==> src/design/grt_pkg.sv <==
package grt_pkg;

    typedef enum logic [3:0] {
        S_CLEAR,
        S_IDLE,
        S_RECIP_W,
        S_TD_GO,
        S_TD_W,
        S_STEP,
        S_CHECK,
        S_SAMP_GO,
        S_SAMP_W,
        S_ADDR,
        S_READ,
        S_EMIT
    } t_state;

    typedef enum logic [1:0] {
        L_IDLE,
        L_DIV,
        L_TDIST,
        L_SAMPLE
    } t_lane_mode;

    typedef struct packed {
        logic load;
        logic tdist;
        logic sample;
        logic advance;
    } t_lane_ctl;

    typedef struct packed {
        logic busy;
        logic neg;
    } t_lane_sts;

    localparam logic OP_WRITE = 1'b0;
    localparam logic OP_CAST  = 1'b1;

    localparam logic [1:0] KIND_EMPTY = 2'd0;
    localparam logic [1:0] KIND_WALL  = 2'd1;
    localparam logic [1:0] KIND_DOOR  = 2'd2;
    localparam logic [1:0] KIND_LIGHT = 2'd3;

    localparam logic [1:0] FACE_NEG_X = 2'd0;
    localparam logic [1:0] FACE_POS_X = 2'd1;
    localparam logic [1:0] FACE_NEG_Y = 2'd2;
    localparam logic [1:0] FACE_POS_Y = 2'd3;

    localparam int ORG_W       = 16;
    localparam int DIR_W       = 16;
    localparam int INDEX_W     = 12;
    localparam int INV_W       = 33;
    localparam int INV_BITS    = 16;
    localparam int CHUNK_W     = 17;
    localparam int NEXT_W      = 12;
    localparam int CELL_W      = 16;
    localparam int QUOT_W      = 31;
    localparam int NUDGE_SHIFT = 13;
    localparam int DIR_FRAC    = 14;
    localparam int DIST_W      = 17;

    localparam logic [INV_W-1:0]  ZERO_DIR_INV = 33'd6553600000;
    localparam logic [DIST_W-1:0] DIST_LIMIT   = 17'h1FFFF;

endpackage

==> src/design/grt_div.sv <==
module grt_div (
    input  logic                            i_clk,
    input  logic                            i_rst_n,
    input  logic                            i_start,
    input  logic [grt_pkg::DIR_W-1:0]       i_den,
    output logic                            o_busy,
    output logic [grt_pkg::QUOT_W-1:0]      o_quot
);
    import grt_pkg::*;

    localparam int CNT_W = $clog2(QUOT_W);

    logic               r_busy;
    logic [CNT_W-1:0]   r_cnt;
    logic [DIR_W:0]     r_rem;
    logic [DIR_W-1:0]   r_den;
    logic [QUOT_W-1:0]  r_quot;
    logic [DIR_W:0]     w_shift;
    logic               w_ge;

    // dividend is 2^30: only the first shifted-in bit is one
    assign w_shift = {r_rem[DIR_W-1:0], (r_cnt == '0)};
    assign w_ge    = w_shift >= {1'b0, r_den};

    always_ff @(posedge i_clk) begin
        if (!i_rst_n) begin
            r_busy <= 1'b0;
            r_cnt  <= '0;
        end else if (i_start) begin
            r_busy <= 1'b1;
            r_cnt  <= '0;
        end else if (r_busy) begin
            r_cnt <= r_cnt + 1'b1;
            if (r_cnt == CNT_W'(QUOT_W - 1)) begin
                r_busy <= 1'b0;
            end
        end
    end

    always_ff @(posedge i_clk) begin
        if (i_start) begin
            r_rem  <= '0;
            r_den  <= i_den;
            r_quot <= '0;
        end else if (r_busy) begin
            r_rem  <= w_ge ? (w_shift - {1'b0, r_den}) : w_shift;
            r_quot <= {r_quot[QUOT_W-2:0], w_ge};
        end
    end

    assign o_busy = r_busy;
    assign o_quot = r_quot;

endmodule

==> src/design/grt_axis.sv <==
module grt_axis #(
    parameter int FRAC = 10
) (
    input  logic                                    i_clk,
    input  logic                                    i_rst_n,
    input  grt_pkg::t_lane_ctl                      i_ctl,
    input  logic [grt_pkg::ORG_W-1:0]               i_org,
    input  logic signed [grt_pkg::DIR_W-1:0]        i_dir,
    input  logic [FRAC+12+grt_pkg::INV_W:0]         i_tn,
    output grt_pkg::t_lane_sts                      o_sts,
    output logic [FRAC+12+grt_pkg::INV_W-1:0]       o_t,
    output logic signed [grt_pkg::NEXT_W-1:0]       o_next,
    output logic signed [grt_pkg::CELL_W-1:0]       o_cell
);
    import grt_pkg::*;

    localparam int DM    = FRAC + 12;
    localparam int TW    = DM + INV_W;
    localparam int TNW   = TW + 1;
    localparam int SW    = TNW + DIR_W;
    localparam int HIW   = TNW - INV_BITS;
    localparam int NSC   = (HIW + CHUNK_W - 1) / CHUNK_W;
    localparam int PADW  = NSC * CHUNK_W;
    localparam int CNW   = $clog2(NSC + 1);
    localparam int CIW   = $clog2(NSC);
    localparam int PRW   = DM + CHUNK_W;
    localparam int MW    = FRAC + 13;
    localparam int PW    = FRAC + 15;

    t_lane_mode                 r_mode;
    logic [CNW-1:0]             r_cnt;
    logic [ORG_W-1:0]           r_org;
    logic                       r_neg;
    logic [DIR_W-1:0]           r_ad;
    logic [INV_W-1:0]           r_inv;
    logic signed [NEXT_W-1:0]   r_next;
    logic [TNW-1:0]             r_tn;
    logic [SW-1:0]              r_acc;
    logic [TW-1:0]              r_t;
    logic signed [CELL_W-1:0]   r_cell;

    logic                       w_div_busy;
    logic [QUOT_W-1:0]          w_quot;
    logic [DIR_W-1:0]           w_ad_in;
    logic [ORG_W:0]             w_org_up;
    logic signed [NEXT_W-1:0]   w_next_init;
    logic signed [DM:0]         w_nscaled;
    logic signed [DM:0]         w_delta;
    logic [DM-1:0]              w_dmag;
    logic [PADW-1:0]            w_tn_pad;
    logic [CHUNK_W-1:0]         w_chunk [NSC];
    logic [CIW-1:0]             w_cidx;
    logic [6:0]                 w_shamt;
    logic [DM-1:0]              w_a;
    logic [CHUNK_W-1:0]         w_b;
    logic [PRW-1:0]             w_prod;
    logic [SW-1:0]              w_acc_next;
    logic [MW-1:0]              w_m;
    logic signed [PW-1:0]       w_pos;
    logic [PW-1:0]              w_pabs;
    logic [PW-1:0]              w_q;
    logic signed [CELL_W-1:0]   w_cell;

    assign w_ad_in  = i_dir[DIR_W-1] ? DIR_W'(-i_dir) : DIR_W'(i_dir);
    assign w_org_up = {1'b0, i_org} + (ORG_W+1)'((1 << FRAC) - 1);
    assign w_next_init = i_dir[DIR_W-1]
        ? NEXT_W'(w_org_up >> FRAC) - NEXT_W'(1)
        : NEXT_W'(i_org >> FRAC) + NEXT_W'(1);

    grt_div u_div (
        .i_clk   (i_clk),
        .i_rst_n (i_rst_n),
        .i_start (i_ctl.load),
        .i_den   (w_ad_in),
        .o_busy  (w_div_busy),
        .o_quot  (w_quot)
    );

    // boundary offset from origin
    assign w_nscaled = {{(DM+1-NEXT_W-FRAC){r_next[NEXT_W-1]}}, r_next, {FRAC{1'b0}}};
    assign w_delta   = w_nscaled - $signed({{(DM+1-ORG_W){1'b0}}, r_org});
    assign w_dmag    = w_delta[DM] ? DM'(-w_delta) : DM'(w_delta);

    assign w_tn_pad = PADW'(r_tn >> INV_BITS);
    for (genvar k = 0; k < NSC; k++) begin : g_chunk
        assign w_chunk[k] = w_tn_pad[k*CHUNK_W +: CHUNK_W];
    end
    assign w_cidx  = CIW'(r_cnt - 1'b1);
    assign w_shamt = 7'(w_cidx) * 7'(CHUNK_W);

    always_comb begin
        if (r_mode == L_TDIST) begin
            w_a = w_dmag;
            w_b = (r_cnt == '0) ? r_inv[CHUNK_W-1:0] : {1'b0, r_inv[INV_W-1:CHUNK_W]};
        end else begin
            w_a = DM'(r_ad);
            w_b = (r_cnt == '0) ? {1'b0, r_tn[INV_BITS-1:0]} : w_chunk[w_cidx];
        end
    end

    assign w_prod = PRW'(w_a) * PRW'(w_b);

    always_comb begin
        if (r_mode == L_TDIST) begin
            w_acc_next = (r_cnt == '0) ? SW'(w_prod) : r_acc + (SW'(w_prod) << CHUNK_W);
        end else begin
            w_acc_next = (r_cnt == '0) ? SW'(w_prod >> INV_BITS)
                                       : r_acc + (SW'(w_prod) << w_shamt);
        end
    end

    // sample point, truncated toward zero
    assign w_m    = MW'(w_acc_next >> DIR_FRAC);
    assign w_pos  = r_neg ? $signed(PW'(r_org)) - $signed(PW'(w_m))
                          : $signed(PW'(r_org)) + $signed(PW'(w_m));
    assign w_pabs = w_pos[PW-1] ? PW'(-w_pos) : PW'(w_pos);
    assign w_q    = w_pabs >> FRAC;
    assign w_cell = w_pos[PW-1] ? -$signed({1'b0, w_q[CELL_W-2:0]})
                                :  $signed({1'b0, w_q[CELL_W-2:0]});

    always_ff @(posedge i_clk) begin
        if (!i_rst_n) begin
            r_mode <= L_IDLE;
            r_cnt  <= '0;
        end else begin
            case (r_mode)
                L_IDLE: begin
                    r_cnt <= '0;
                    if (i_ctl.load) begin
                        r_mode <= L_DIV;
                    end else if (i_ctl.tdist) begin
                        r_mode <= L_TDIST;
                    end else if (i_ctl.sample) begin
                        r_mode <= L_SAMPLE;
                    end
                end
                L_DIV: begin
                    if (!w_div_busy) begin
                        r_mode <= L_IDLE;
                    end
                end
                L_TDIST: begin
                    r_cnt <= r_cnt + 1'b1;
                    if (r_cnt == CNW'(1)) begin
                        r_mode <= L_IDLE;
                    end
                end
                L_SAMPLE: begin
                    r_cnt <= r_cnt + 1'b1;
                    if (r_cnt == CNW'(NSC)) begin
                        r_mode <= L_IDLE;
                    end
                end
                default: r_mode <= L_IDLE;
            endcase
        end
    end

    always_ff @(posedge i_clk) begin
        if (r_mode == L_IDLE && i_ctl.load) begin
            r_org  <= i_org;
            r_neg  <= i_dir[DIR_W-1];
            r_ad   <= w_ad_in;
            r_next <= w_next_init;
        end
        if (r_mode == L_IDLE && i_ctl.advance) begin
            r_next <= r_neg ? r_next - NEXT_W'(1) : r_next + NEXT_W'(1);
        end
        if (r_mode == L_IDLE && i_ctl.sample) begin
            r_tn <= i_tn;
        end
        if (r_mode == L_DIV && !w_div_busy) begin
            r_inv <= (r_ad == '0) ? ZERO_DIR_INV : INV_W'(w_quot);
        end
        if (r_mode == L_TDIST || r_mode == L_SAMPLE) begin
            r_acc <= w_acc_next;
        end
        if (r_mode == L_TDIST && r_cnt == CNW'(1)) begin
            r_t <= w_acc_next[TW-1:0];
        end
        if (r_mode == L_SAMPLE && r_cnt == CNW'(NSC)) begin
            r_cell <= w_cell;
        end
    end

    assign o_sts.busy = (r_mode != L_IDLE);
    assign o_sts.neg  = r_neg;
    assign o_t        = r_t;
    assign o_next     = r_next;
    assign o_cell     = r_cell;

endmodule

==> config.mk <==
export PLATFORM = sky130hd
export DESIGN_NAME = grt_axis
export DESIGN_NICKNAME = d
export VERILOG_FILES = /design/src/design/grt_pkg.sv /design/src/design/grt_div.sv /design/src/design/grt_axis.sv
export SDC_FILE = /design/constraint.sdc
export NUM_CORES = 2
export LEC_CHECK = 0
export BUFFER_PORTS_ARGS = -buffer_cell sky130_fd_sc_hd__buf_2
export CAP_MARGIN = 20
export CELL_PAD_IN_SITES_DETAIL_PLACEMENT = 0
export CELL_PAD_IN_SITES_GLOBAL_PLACEMENT = 1
export CORE_UTILIZATION = 54
export CTS_CLUSTER_SIZE = 24
export DETAILED_ROUTE_END_ITERATION = 16
export GPL_TIMING_DRIVEN = 1
export PLACE_DENSITY_LB_ADDON = 0.1
export SYNTH_ARGS = -nofsm -noshare
export SYNTH_HDL_FRONTEND = slang
export SYNTH_SLANG_ARGS = --single-unit
==> constraint.sdc <==
create_clock -name i_clk -period 23.5 [get_ports i_clk]
set_input_delay 0 -clock i_clk [delete_from_list [all_inputs] [get_ports i_clk]]
set_output_delay 0 -clock i_clk [all_outputs]
set_load 0.005 [all_outputs]
# Word-level counts from Yosys, hierarchy flattened
# Cells that the tools add are included.
# W data, S select, Z words.
[totals]
in_bits = 94
regBits = 350
wordCells = 103
out_inout_bits = 85
[op_classes]
addsub = 18
n_eq_ne = 10
order_cmp = 2
mux = 32
mul = 2
reduce_logical = 18
shift = 1
bitwise = 2
[op_table]
columns = ["operator", "count"]
rows = [
  ["$mux W72", 3],
  ["$mux W17", 5],
  ["$add A72 B56 Y72", 1],
  ["$add A72 B72 Y72", 1],
  ["$shl A39 B7 Y72", 1],
  ["$mux W25", 2],
  ["$mux W12", 4],
  ["$mux W22", 2],
  ["$mul A22 B17 Y39", 1],
  ["$bmux W17 S2", 1],
  ["$mux W33", 1],
  ["$mux W16", 2],
  ["$neg A25 Y25", 1],
  ["$add A16 B23 Y24", 1],
  ["$sub A16 B23 Y24", 1],
  ["$sub A22 B17 Y23", 1],
  ["$neg A22 Y22", 1],
  ["$add A16 B10 Y17 const B", 1],
  ["$ge A17 B16 Y1", 1],
  ["$logic_not A16 Y1", 1],
  ["$neg A15 Y16", 1],
  ["$neg A16 Y16", 1],
  ["$sub A16 B16 Y16", 1],
  ["$mux W15", 1],
  ["other kinds (29)", 49],
]

# Logic depth before layout (Yosys ltp)
[depth]
ltp_word = 18
depth_mapped = 71
ltp_nobuf = 69

# Cells and area by module
# A second synthesis with hierarchy kept.
[unflattened]
cells_unflattened = 3997
hier_area_um2 = 36287.3
[by_module_without_submodules]
columns = ["mod", "seq_area_each_um2", "instances", "area_per_inst_um2", "cells_each"]
rows = [
  ["grt_axis", 7857.5, 1, 32686.3, 3611],
  ["grt_div", 1541.5, 1, 3601.0, 386],
]

# Least setup slack after synthesis
# No wires, ideal clock.
[synth_path]
path_type = "register -> register"
from = "reg r_org[3]"
to = "reg r_cell[12] (netlist: o_cell[12]), data pin"
path_stages_with_launch = 64
required_time_ns = 23.236
arrival_ns = 14.127
slack_ns = 9.109
setup_time_ns = 0.264
period_less_slack_ns = 14.391
n_path_buf = 4
cell_sequence = "edfxtp_1 > clkbuf_1 > nor4_1 > a31o_2 > a21oi_1 > o21bai_1 > a21oi_1 > o21bai_1 > a21oi_1 > a31oi_1 > clkbuf_1 > nor4b_1 > a221oi_1 > xnor2_1 > mux2_2 > clkbuf_1 > nand2_1 > fa_1 > (+28 left out) > ha_1 > o21bai_1 > nor2_1 > a21oi_1 > o41a_1 > nand4_1 > inv_1 > nand4_1 > o21ai_1 > buf_4 > nor2_1 > xor2_1 > ha_1 > nand3_1 > mux2i_1 > o211ai_1 > mux2i_1 > xnor2_1"
[synth_via]
elab_chain_len = 15
word_cells_on_any_way = 18
cone_classes = "add/sub: 8; mul: 1; shift: 1; mux: 8"
[synth_rtl]
columns = ["element", "line_no", "text"]
rows = [
  ["start, declared", "grt_axis.sv:32", "logic [ORG_W-1:0] r_org;"],
  ["start signal, assigned", "grt_axis.sv:161", "r_org <= i_org;"],
  ["$sub A22 B17 Y23 *", "grt_axis.sv:81", "assign w_delta = w_nscaled - $signed({{(DM+1-ORG_W){1'b0}}, r_org});"],
  ["$neg A22 Y22", "grt_axis.sv:82", "assign w_dmag = w_delta[DM] ? DM'(-w_delta) : DM'(w_delta);"],
  ["$mux W22 *", "grt_axis.sv:82", ""],
  ["$mux W22 *", "grt_axis.sv:92", "if (r_mode == L_TDIST) begin"],
  ["$mul A22 B17 Y39 *", "grt_axis.sv:101", "assign w_prod = PRW'(w_a) * PRW'(w_b);"],
  ["$shl A39 B7 Y72", "grt_axis.sv:108", ": r_acc + (SW'(w_prod) << w_shamt);"],
  ["$add A72 B72 Y72", "grt_axis.sv:108", ""],
  ["$mux W72", "grt_axis.sv:107", "w_acc_next = (r_cnt == '0) ? SW'(w_prod >> INV_BITS)"],
  ["$mux W72 *", "grt_axis.sv:104", "if (r_mode == L_TDIST) begin"],
  ["net w_acc_next[29]", "grt_axis.sv:57", "logic [SW-1:0] w_acc_next;"],
  ["$add A16 B23 Y24 / $sub A16 B23 Y24 (equally long branches)", "grt_axis.sv:115, grt_axis.sv:114", ""],
  ["$mux W25 *", "grt_axis.sv:114", "assign w_pos = r_neg ? $signed(PW'(r_org)) - $signed(PW'(w_m))"],
  ["$neg A25 Y25", "grt_axis.sv:116", "assign w_pabs = w_pos[PW-1] ? PW'(-w_pos) : PW'(w_pos);"],
  ["$mux W25", "grt_axis.sv:116", ""],
  ["$neg A15 Y16", "grt_axis.sv:118", "assign w_cell = w_pos[PW-1] ? -$signed({1'b0, w_q[CELL_W-2:0]})"],
  ["$mux W15 *", "grt_axis.sv:118", ""],
  ["net w_cell[12]", "grt_axis.sv:62", "logic signed [CELL_W-1:0] w_cell;"],
  ["end signal, assigned", "grt_axis.sv:182", "r_cell <= w_cell;"],
  ["end, declared", "grt_axis.sv:40", "logic signed [CELL_W-1:0] r_cell;"],
]
# The timed path passes the listed nets; every way through them passes the cells marked *.
# A chain may end at the register's enable or synchronous reset.

# Final worst setup path
[layout_path]
from = "reg r_org[0]"
to = "reg r_cell[12] (netlist: o_cell[12]), data pin"
# Same word-level chain as after synthesis.

==> metrics.cfg <==
[final_layout]
multi_input_area_sq_um=24000
syn_to_final_growth_pct=11.5
final_cell_area_sq_um=40000
final_common_cell=inv_1
drive_gt1_share_pct=9.34
ff_latch_area_sq_um=9410
nFillCells=5799
diodes=0
layout.nets=4851
final_cell_mix=inv_1, nand2_1, nor2_1, fa_1, ha_1

[cts]
cts_tree=built
cts-root-buf=clkbuf_16
path_clk_slew_ns=0.06
clk_latency_ns=0.59
cts.sinks=332
h-tree-depth=2
post-cts-setup-buffers=0
cts_made_buffers=39
cts_max_path_buffers=3

[timing]
fin_crit_sh_pct=75.2
setup_viol=0
fmax_ghz=0.0566
rsz0062_at_grt=no
slew_violations=0
tns_ns=0
finalWorstSetupSlack_ns=5.82
min_period_ns=17.68
max-slew-margin-rel_pct=28.2
fin_worst_skew_ns=0.0346
worst_pin_slew_ns=1.07
hold_viol=0

[placed_design]
port_buffers=178
place_ws_ns=6.23
gp_congestion=0.986
postPlaceCellArea_sq_um=37800
place.detailed.hpwl_um=85800

[floorplanning]
die_w_um=260
initial_core_util_pct=54.6
io_pins=179
die_h_um=260
coreArea_sq_um=65700
die_area_sq_um=67500
row_count=94

[yosys]
ys_types=95
synth_nets=4638
syn_inst=3952
syn_area_sq_um=35900
synth_edf_count=275
async_reset_ff_share_pct=0
syn_avg_cell_area_sq_um=9.08
ys.flop_type=edfxtp_1
synth_seq_cells=332
ys_seq_area_share_pct=26.2
yosys_warnings=0

[route]
vias=30400
wl_per_cell_um=22.1
drc=0
via_per_inst=6.01
antenna_left=0
first_iter_violations=2949
dr.pass1.iters=6
routed_wl_um=112000

[worst_setup_path]
crit_path_start_kind=flip-flop
crit_path_end=o_cell[12]$_DFFE_PP_
reg2reg_slack_ns=5.82
timing.rr.end=o_cell[12]$_DFFE_PP_
path_depth=62
endpoint_kind=flip-flop
path_class=flip-flop to flip-flop
startpoint=r_org[0]$_DFFE_PP_
critPathTopFamily=compound AO/OA/AOI/OAI gates
crit_fanout=17
critPathRequiredTime_ns=23.83
r2r_cells=62
max_stage_delay_ns=0.72
timing.rr.start=r_org[0]$_DFFE_PP_
cp.arrival_ns=18.00
crit_top_cell=inv_1
path_buf_inv=9
cpMaxStageDelayCell=o21bai_1

[status]
status=complete, no violations

[worst_hold_path]
hold_class=input port to flip-flop

[global_route]
grt_max_degree=69
grt_pass1_wl_um=172000
grt.overflow.total=0
grtUsageTotal_pct=33.1
grt_pass1_vias=29100
antenna_found_initial=1

[run]
max-cap-violations=0

## registers in the layout (all words and copies together), names as in the netlist
| register | flops |
|---|---|
| u_div.o_quot | 31 |
| o_next | 12 |
| r_tn | 56 |
| o_t | 55 |
| r_inv | 32 |
| r_mode | 2 |
| r_cnt | 2 |
| r_neg | 1 |
| u_div.r_cnt | 5 |
| u_div.r_den | 16 |
| u_div.o_busy | 1 |
| r_acc | 55 |
| u_div.r_rem | 16 |
| o_cell | 16 |
| r_ad | 16 |
| r_org | 16 |
## worst min path at each step
stage	start	endpoint	cells past startpoint
2_1_floorplan	i_dir[0]	r_ad[0]$_DFFE_PP_	0
3_3_place_gp	i_tn[14]	r_tn[14]$_DFFE_PP_	1
3_5_place_dp	i_tn[55]	r_tn[55]$_DFFE_PP_	1
4_1_cts	i_tn[17]	r_tn[17]$_DFFE_PP_	2
5_1_grt	i_tn[8]	r_tn[8]$_DFFE_PP_	2
6_report	i_tn[34]	r_tn[34]$_DFFE_PP_	2
## stage by stage
stage	util [%]	instances	hold WS, ns
finish	60.9	5059	0.136
global route	60.9	5059	0.128
CTS	60.9	5059	0.104
detailed placement	57.4	4891	0.178
global placement	57.4	4890	0.177
floorplan	-	3952	0.0989
## area by class of cell
class	count	share of cell area (%)
Tap cell	864	2.70
Inverter	500	4.69
Sequential cell	332	23.5
Timing Repair Buffer	337	5.83
Multi-Input combinational cell	2955	60.0
Clock buffer	49	2.66
Clock inverter	22	0.591
## synth_stat cells (all sizes together) (13+ instances only)
cell	instances	area [sq um]
a211o	13	114
a211oi	40	310
a21boi	20	150
a21o	69	518
a21oi	207	1040
a221oi	18	164
a311oi	13	114
a31oi	28	175
and2	70	438
and3	39	244
buf	28	151
clkbuf	137	514
dfxtp	57	1140
edfxtp	275	8260
fa	305	6110
ha	287	3590
inv	500	1880
mux2	15	169
mux2i	58	581
mux4	21	473
nand2	419	1580
nand2b	38	238
nand3	69	345
nand4	35	219
nor2	374	1400
nor2b	22	138
nor3	72	360
nor4	21	146
o211ai	21	158
o21a	36	270
o21ai	160	805
o21bai	32	240
o22ai	30	194
o31ai	19	143
or2	13	81.3
or3	16	100
xnor2	156	1370
xor2	70	613
## layer usage
metal	part of all wire, %	GRT usage, %	wire length (um)
met1	43	47.1	48000
met2	45	51.4	50700
met3	8.6	5.78	9680
met4	3.2	10.5	3640
met5	0	0	0
## timing repair
action,in CTS,in global routing
endpoints found under the hold margin,121,0
hold buffers,97,0
resized for setup,0,0
## worst reg2reg max path, delay by kind of cell (launching register included)
family	cells	cell delay (ns)
flip-flops	1	0.48
multiplexers	4	1.33
AO/OA/AOI/OAI	19	5.59
adder cells (fa/ha/maj)	11	4.94
XOR/XNOR	5	1.35
buffers and inverters	9	1.07
AND/OR/NAND/NOR	14	2.64
## cells by family (layout without fill, tap and decap cells)
group / Yosys count / count (layout) / synth area share (%)
AOI/OAI and AO/OA: 801 / 801 / 14.8
adders and majority gates: 592 / 592 / 27.0
buffers and inverters: 665 / 908 / 7.08
muxes: 94 / 94 / 3.41
xor gates and xnor gates: 226 / 226 / 5.52
DFF: 332 / 332 / 26.2
and+or+nand+nor: 1242 / 1242 / 16.0
Power is not shown: default switching activity piles up to over one toggle a cycle in this logic, so the estimate is an artifact.
